--- src/hdl/tks_pkg.sv ---
// Package: shared types and constants for the top-k largest selector.
`default_nettype none
package tks_pkg;

  localparam int MAX_KEEP_DEF = 16;
  localparam int VAL_W        = 32;
  localparam int KEEP_W       = 5;
  localparam int IDX_W        = 7;
  localparam int ADDR_W       = 3;
  localparam int DATA_W       = 32;
  localparam logic [KEEP_W-1:0] KEEP_RESET = KEEP_W'(10);

  typedef struct packed {
    logic signed [VAL_W-1:0] value;
    logic                    end_of_stream;
  } tks_in_t;

  typedef struct packed {
    logic signed [VAL_W-1:0] ranked_value;
    logic                    last_ranked;
  } tks_out_t;

  typedef struct packed {
    logic                    insert;
    logic                    shift;
    logic signed [VAL_W-1:0] key;
  } tks_ctl_t;

endpackage
`default_nettype wire

--- src/hdl/tks_cell.sv ---
// One slot of the sorted chain: insert with shift-down, or shift toward the output.
`default_nettype none
module tks_cell
  import tks_pkg::*;
(
  input  wire logic                    clk,
  input  wire logic                    rst,
  input  wire tks_ctl_t                ctl,
  input  wire logic                    en,
  input  wire logic signed [VAL_W-1:0] left_val,
  input  wire logic                    left_valid,
  input  wire logic                    left_gt,
  input  wire logic signed [VAL_W-1:0] right_val,
  input  wire logic                    right_valid,
  output logic signed [VAL_W-1:0]      val,
  output logic                         valid_eff,
  output logic                         gt
);

  logic signed [VAL_W-1:0] held;
  logic                    valid;

  assign valid_eff = valid && en;
  assign gt        = !valid_eff || (ctl.key > held);
  assign val       = held;

  always_ff @(posedge clk) begin
    if (ctl.shift) begin
      held <= right_val;
    end else if (ctl.insert && gt) begin
      held <= left_gt ? left_val : ctl.key;
    end
    if (rst) begin
      valid <= 1'b0;
    end else if (ctl.shift) begin
      valid <= right_valid;
    end else if (ctl.insert) begin
      valid <= en && (valid_eff || left_valid);
    end
  end

endmodule
`default_nettype wire

--- src/hdl/top_k_largest_select.sv ---
// Top level: register port, request handshakes and the chain of sorted cells.
//
//  channel | direction | handshake                | payload
//  item    | in        | item_valid / item_ready  | item  (value, end_of_stream)
//  rank    | out       | rank_valid / rank_ready  | rank  (ranked_value, last_ranked)
//  config  | in        | psel / penable / pready  | paddr, pwdata, prdata (keep_count)
//
// One value is taken per cycle; the chain compares it against every slot in parallel.
// After the final value the chain drains one result per cycle from slot 0, largest first;
// no value is taken while it drains. It gives all kept values, at most MAX_KEEP.
// Reset empties the chain and sets keep_count to 10. A stalled result holds the chain.
`default_nettype none
module top_k_largest_select
  import tks_pkg::*;
#(
  parameter int MAX_KEEP = MAX_KEEP_DEF
)(
  input  wire logic              clk,
  input  wire logic              rst,
  input  wire logic              item_valid,
  output logic                   item_ready,
  input  wire tks_in_t           item,
  output logic                   rank_valid,
  input  wire logic              rank_ready,
  output tks_out_t               rank,
  input  wire logic              psel,
  input  wire logic              penable,
  input  wire logic              pwrite,
  input  wire logic [ADDR_W-1:0] paddr,
  input  wire logic [DATA_W-1:0] pwdata,
  output logic [DATA_W-1:0]      prdata,
  output logic                   pready
);

  logic [KEEP_W-1:0]       keep_count;
  logic                    draining;
  tks_ctl_t                ctl;
  logic signed [VAL_W-1:0] cval [MAX_KEEP];
  logic [MAX_KEEP-1:0]     cvalid;
  logic [MAX_KEEP-1:0]     cgt;
  logic                    take;
  logic                    give;

  assign pready = 1'b1;
  assign prdata = (paddr[2] == 1'b0) ? DATA_W'(keep_count) : '0;

  always_ff @(posedge clk) begin
    if (rst) begin
      keep_count <= KEEP_RESET;
    end else if (psel && penable && pwrite && pready && (paddr[2] == 1'b0)) begin
      keep_count <= pwdata[KEEP_W-1:0];
    end
  end

  assign item_ready = !draining;
  assign take       = item_valid && item_ready;
  assign rank_valid = draining;
  assign give       = rank_valid && rank_ready;

  assign ctl.insert = take;
  assign ctl.shift  = give;
  assign ctl.key    = item.value;

  assign rank.ranked_value = cval[0];
  generate
    if (MAX_KEEP > 1) begin : g_last
      assign rank.last_ranked = !cvalid[1];
    end else begin : g_last1
      assign rank.last_ranked = 1'b1;
    end
  endgenerate

  always_ff @(posedge clk) begin
    if (rst) begin
      draining <= 1'b0;
    end else if (take && item.end_of_stream) begin
      draining <= 1'b1;
    end else if (give && rank.last_ranked) begin
      draining <= 1'b0;
    end
  end

  genvar i;
  generate
    for (i = 0; i < MAX_KEEP; i++) begin : g_cell
      localparam logic [IDX_W-1:0] IDX = IDX_W'(i);
      logic                    en;
      logic signed [VAL_W-1:0] lval;
      logic                    lvalid;
      logic                    lgt;
      logic signed [VAL_W-1:0] rval;
      logic                    rvalid;

      assign en = (IDX == '0) || (IDX < IDX_W'(keep_count));

      if (i == 0) begin : g_head
        assign lval   = '0;
        assign lvalid = 1'b1;
        assign lgt    = 1'b0;
      end else begin : g_mid
        assign lval   = cval[i-1];
        assign lvalid = cvalid[i-1];
        assign lgt    = cgt[i-1];
      end

      if (i == MAX_KEEP - 1) begin : g_tail
        assign rval   = '0;
        assign rvalid = 1'b0;
      end else begin : g_body
        assign rval   = cval[i+1];
        assign rvalid = cvalid[i+1];
      end

      tks_cell u_cell (
        .clk         (clk),
        .rst         (rst),
        .ctl         (ctl),
        .en          (en),
        .left_val    (lval),
        .left_valid  (lvalid),
        .left_gt     (lgt),
        .right_val   (rval),
        .right_valid (rvalid),
        .val         (cval[i]),
        .valid_eff   (cvalid[i]),
        .gt          (cgt[i])
      );
    end
  endgenerate

endmodule
`default_nettype wire
--- config.mk ---
export PLATFORM = sky130hd
export DESIGN_NAME = top_k_largest_select
export DESIGN_NICKNAME = d
export VERILOG_FILES = /design/src/hdl/tks_pkg.sv /design/src/hdl/tks_cell.sv /design/src/hdl/top_k_largest_select.sv
export SDC_FILE = /design/constraint.sdc
export NUM_CORES = 2
export LEC_CHECK = 0
export ABC_AREA = 1
export BUFFER_PORTS_ARGS = -buffer_cell sky130_fd_sc_hd__buf_2
export CAP_MARGIN = 20
export CORE_ASPECT_RATIO = 1.4
export CORE_MARGIN = 2
export CORE_UTILIZATION = 55
export CTS_CLUSTER_SIZE = 25
export DETAILED_ROUTE_END_ITERATION = 8
export GPL_TIMING_DRIVEN = 0
export PLACE_DENSITY = 0.72
export SYNTH_ARGS = -nofsm -noshare
export SYNTH_HDL_FRONTEND = slang
export SYNTH_HIERARCHICAL = 1
export SYNTH_SLANG_ARGS = --single-unit
--- constraint.sdc ---
create_clock -name clk -period 3.91 [get_ports clk]
set_clock_uncertainty 0.2 [all_clocks]
set_input_delay 0.391 -clock clk [delete_from_list [all_inputs] [get_ports clk]]
set_output_delay 0.391 -clock clk [all_outputs]
set_load 0.005 [all_outputs]
* Yosys cells after proc, flatten, opt, wreduce, memory -nomap -nowiden
Cells that the tools add are included.
Word-level totals: memory bits (read-only) 0, register bits 534, bits of input ports 75, RAM bits 0, logic and storage cells 263, latch bits 0, memories 0, output and inout port bits 68
Operators by class: magnitude comparators 31, bitwise gates (word level) 1, shift-type cells 0, add/subtract/negate cells 0, multipliers 0, mux-type cells 78, div/mod/pow operators 0, equality and inequality tests 0, reduce and logical (&&, ||, !) cells 119
Operators with widths (count):
- 2-to-1 mux 32 bit | 45
- greater-than comparator 32 bit | 16
- logical AND 1 bit | 53
- less-than comparator 4 x 5 -> 1 bit, first input constant | 8
- nonzero test 2 bit | 17
- 2-to-1 mux 1 bit | 32
- logical OR 1 bit | 31
- less-than comparator 3 x 5 -> 1 bit, first input constant | 4
- logical NOT 1 bit | 17
- less-than comparator 2 x 5 -> 1 bit, first input constant | 2
- less-than comparator 1 x 5 -> 1 bit, first input constant | 1
- 2-to-1 mux 5 bit | 1
- OR reduction 2 bit | 1
- NOT 1 bit | 1

* Logic depth before layout (Yosys ltp)
depth after elaboration 7, depth in mapped cells 21

* Hierarchy
The synthesis kept the hierarchy.
Modules (own cells, without submodules):
- tks_cell | instances 16, area an instance 2549.9 sq um, sequential area each 980.9 sq um, cells each 331
- top_k_largest_select | instances 1, area an instance 656.9 sq um, sequential area each 120.1 sq um, cells each 110

* Worst setup path before layout
No wires, ideal clock.
path type input to register, start input item_valid, end register g_cell[0].u_cell.held[0], enable pin, path slack 0.538 ns, arrival 2.782 ns, setup time 0.389 ns, stages 4, cells stage by stage inv_1 -> nor2_1 -> nand2_1 -> nand2_1
On the way: word-level cells in the longest chain between the ends 3
RTL lines:
- from (decl) | RTL line top_k_largest_select.sv:20 | input wire logic item_valid,
- logical AND 1 bit | RTL line top_k_largest_select.sv:56 | assign take = item_valid && item_ready;
- net take | RTL line top_k_largest_select.sv:41 | logic take;
- logical AND 1 bit | RTL line tks_cell.sv:30 | end else if (ctl.insert && gt) begin
- nonzero test 2 bit (no line)
- to (signal assigned) | RTL line tks_cell.sv:29 | held <= right_val;
- to (signal assigned) | RTL line tks_cell.sv:31 | held <= left_gt ? left_val : ctl.key;
- to (decl) | RTL line tks_cell.sv:20 | logic signed [VAL_W-1:0] held;
The timed path passes the listed nets, and every way through them passes these cells. A chain may end at the register's enable or synchronous reset.

* Final worst setup path
start input item[6] (netlist name), end register g_cell[3].u_cell.held[20], data pin
On the way: word-level cells in the longest chain between the ends 5
RTL lines:
- from (decl) | RTL line top_k_largest_select.sv:22 | input wire tks_in_t item,
- greater-than comparator 32 bit | RTL line tks_cell.sv:24 | assign gt = !valid_eff || (ctl.key > held);
- logical OR 1 bit | RTL line tks_cell.sv:24
- net cgt[2] | RTL line top_k_largest_select.sv:40 | logic [MAX_KEEP-1:0] cgt;
- 2-to-1 mux 32 bit | RTL line tks_cell.sv:31
- 2-to-1 mux 32 bit | RTL line tks_cell.sv:30
- 2-to-1 mux 32 bit | RTL line tks_cell.sv:28 | if (ctl.shift) begin
- to (signal assigned) | RTL line tks_cell.sv:29
- to (signal assigned) | RTL line tks_cell.sv:31
- to (decl) | RTL line tks_cell.sv:20
The timed path passes the listed nets, and every way through them passes these cells. The select of a mux whose other input is x is not followed.

==> results by group <==
CTS
  • Clock transition at the registers of the reported paths: 0.06 ns
  • # Post-CTS Setup Buffers: 0
  • Max clock buf depth: 3
  • CTS buffer count: 58
  • Root Driver: clkbuf_16
  • Clock sink count: 534
  • CTS tree: built
  • Post-CTS Resized: 0
  • # hold bufs at CTS: 18
  • H-tree lvl count: 2
  • Clk_lat worst skew: 0.64 ns

Global route
  • Busiest grt layer: met2
  • Largest net degree at the start of global routing: 44
  • M2 GR Usage: 55.3%
  • Grt met3 use: 3.03%
  • Initial antenna violation count: 0
  • Vias in the first global route: 36900
  • GRT Total Usage: 28.1%
  • Global-route wire length before repair: 176000 µm
  • Met1 Use GR: 27.6%
  • Total grt overflow: 0

Logic synthesis
  • Syn. warnings: 6
  • Largest family of logic cells by synthesized area: simple AND/OR/NAND/NOR gates
  • Area contributors post-synth: edfxtp_1, ha_1, a21oi_1
  • XOR/XNOR Fraction of Synth Area: 0%
  • Synthesized instance count: 5406
  • Yosys top cell by area: edfxtp_1
  • Synth Cell Area: 0.0415 mm²
  • Synth Area in Compound Gates: 17.6%
  • Synth unique cells: 29
  • Synth Area in Simple Gates: 19.5%
  • Syn_area_per_cell: 7.67 µm²
  • Post-synthesis sequential area ratio: 38.1%
  • FF+latch count, synth: 534
  • Post-synthesis mux area share: 0%
  • Top-area cell type share of the netlist area: 37.1%
  • Post-Synth Adder-Cell Area: 15.5%

Setup path
  • WP data required: 4.20 ns
  • Register-to-Register Path Depth: 15
  • Worst setup EP type: flop
  • FF-to-FF Start: g_cell[6].u_cell/val[31]$_DFFE_PP_
  • Worst Path Max Fanout: 32
  • Crit path DAT: 3.56 ns
  • Crit. Startpoint: item[6]
  • Top cell by count, worst path: nand2_1
  • WS Path Type: in2reg
  • CP Launch Type: input pin
  • Largest stage delay, worst path: 0.56 ns
  • Slowest CP cell: buf_2
  • Worst path cell trace: buf_2 -> ha_1 -> a21oi_1 -> nor2_1 -> nor2_1 -> nand2_1 -> nand2_1 -> nand2_1 -> nand2_1 -> nand2_1 -> nand2_1 -> nand3_2 -> nand2_2 -> clkbuf_1 -> clkbuf_1 -> a21oi_1 -> a21oi_1

Placement
  • Placed instance area: 0.0439 mm²
  • Final GP Congestion: 0.909
  • HPWL after detailed placement: 89400 µm
  • Placement Setup Slack: 0.0432 ns
  • Number of buffers added on ports: 85

Route
  • Final WL: 110000 µm
  • DRC violations left: 0
  • Via count: 35800
  • Routed WL per cell: 16.4 µm
  • Drt pass-1 iters: 5
  • Post-DR vias/cell: 5.35
  • Initial DRC Count: 1929
  • Antenna viol nets, final: 0

Layout
  • Fillers: 6848
  • Layout area overhead: 10.6%
  • Area occupied by multi-input gates: 0.0222 mm²
  • # diodes: 0
  • Post-route cell area: 0.0459 mm²
  • Layout cell share with drive strength beyond 1: 7.09%
  • Sequential Area: 0.0158 mm²
  • Final net count: 6268

Die
  • I/O Pins: 143
  • Core ar.: 0.0749 mm²
  • Die height: 329 µm
  • Row count: 119
  • DIE AREA: 0.0776 mm²
  • Initial Util: 55.4%
  • Die W: 236 µm

Power and ir drop
  • PD cells: 385 mW/mm²
  • Lkg Pwr: 0.0212 µW
  • Max VDD drop: 0.000340 V
  • Pwr Total: 17700 µW

Timing
  • Maximum clock frequency: 305 MHz
  • Worst-Margin Slew: 0.879 ns
  • Final Setup Violations: 0
  • Max-slew violations: 0
  • Fin crit period: 3.27 ns
  • Setup TNS: 0 ns
  • Fin crit share: 83.7%
  • Setup ws final: 0.635 ns
  • Final Hold Viols: 0
  • Slew HR: 41.4%
  • RSZ-0062 raised after global routing: no

Status
  • Status: completed

Min path
  • Worst hold path startpoint: rst
  • Hold path depth: 2
  • Worst Hold Class: in2reg

Run
  • Max-cap violation count: 0
-- cell families after synthesis --
family | count (synthesis)
AO/OA/AOI/OAI | 1401
AND/OR/NAND/NOR | 1981
adder cells (fa/ha/maj) | 512
buffers and inverters | 976
flip-flops | 534
other | 2
-- metal layers --
layer | vias up | share of wire [%]
li1 | 18400 | -
met4 | 0 | 6.8
met5 | - | 0
met3 | 326 | 3.8
met1 | 16200 | 36
met2 | 855 | 53
-- flip-flops by register name, indices dropped and copies added, names as in the netlist --
name,cells
rank_valid,1
g_cell.u_cell/val,512
keep_count,5
g_cell.u_cell/valid,16
-- stage by stage --
stage                     cells  hold slack (ns)  util, %
after global routing       6696           0.0659     61.2
after global placement     6554            0.302     58.0
after floorplan            5501            0.260        -
after CTS                  6696           0.0246     61.2
final                      6696           0.0654     61.2
after detailed placement   6571            0.343     58.6
-- final timing paths --
kind / end / slack [ns]
hold / removal: g_cell[15].u_cell/valid$_SDFFE_PP0P_ / 0.07
setup reg to reg: g_cell[7].u_cell/val[26]$_DFFE_PP_ / 0.64
setup / recovery: g_cell[3].u_cell/val[20]$_DFFE_PP_ / 0.64
hold reg to reg: g_cell[14].u_cell/val[8]$_DFFE_PP_ / 0.40
-- power by group --
part	leakage, µW	internal (µW)	total (µW)	switching (µW)
sequential	0.00514	7290	7850	558
clock	0.000871	2950	5300	2350
combinational	0.0152	1740	4520	2790
total	0.0212	12000	17700	5700
-- synth_stat cells --
| cell type | count |
|---|---|
| o21a_1 | 32 |
| nor2_2 | 17 |
| nand2_1 | 1124 |
| inv_2 | 50 |
| o21ai_0 | 38 |
| nand4_1 | 32 |
| a21oi_2 | 16 |
| a31oi_1 | 1 |
| nor3_1 | 16 |
| nor4_4 | 16 |
| buf_2 | 16 |
| conb_1 | 2 |
| inv_4 | 16 |
| clkbuf_2 | 1 |
| nand2_2 | 33 |
| clkbuf_1 | 208 |
| o21a_2 | 16 |
| nand3_1 | 38 |
| nor2_1 | 687 |
| ha_1 | 512 |
| inv_1 | 657 |
| a21o_1 | 32 |
| a21oi_1 | 1250 |
| dfxtp_1 | 22 |
| edfxtp_1 | 512 |
| buf_4 | 28 |
| o21ai_1 | 16 |
| nand3_2 | 16 |
| nor2_4 | 2 |
-- cells in the final DEF (no fill, tap or decap), types with 10 or more instances in the layout --
cell	Yosys	layout
nand4_1	32	32
a21oi_1	1250	1250
nand2_1	1124	1124
nor2_1	687	686
o21ai_1	16	16
nor4_4	16	16
edfxtp_1	512	512
nor3_1	16	16
clkbuf_1	208	229
nand3_2	16	16
o21a_2	16	16
clkbuf_16	0	61
clkinv_1	0	10
inv_1	657	657
dfxtp_1	22	22
o21a_1	32	32
a21oi_2	16	16
buf_4	28	28
o21ai_0	38	38
inv_2	50	50
a21o_1	32	32
buf_16	0	16
dlygate4sd3_1	0	18
nand3_1	38	38
inv_4	16	16
nor2_2	17	17
conb_1	2	97
nand2_2	33	33
buf_2	16	101
ha_1	512	512
-- final cells by class --
class | instances | share of cell area (%)
Multi-Input combinational cell | 3991 | 48.3
Sequential cell | 534 | 34.5
Inverter | 723 | 6.00
Clock buffer | 88 | 3.68
Tap cell | 968 | 2.64
Buffer | 253 | 2.35
Timing Repair Buffer | 120 | 2.32
Clock inverter | 19 | 0.180
-- critical path, delay by kind of cell --
| family | cells | cell delay [ns] |
|---|---|---|
| buffers and inverters | 3 | 1.44 |
| AND/OR/NAND/NOR | 10 | 0.83 |
| AO/OA/AOI/OAI | 3 | 0.49 |
| adder cells (fa/ha/maj) | 1 | 0.36 |
Note: power is estimated with default switching activity, not from simulation.
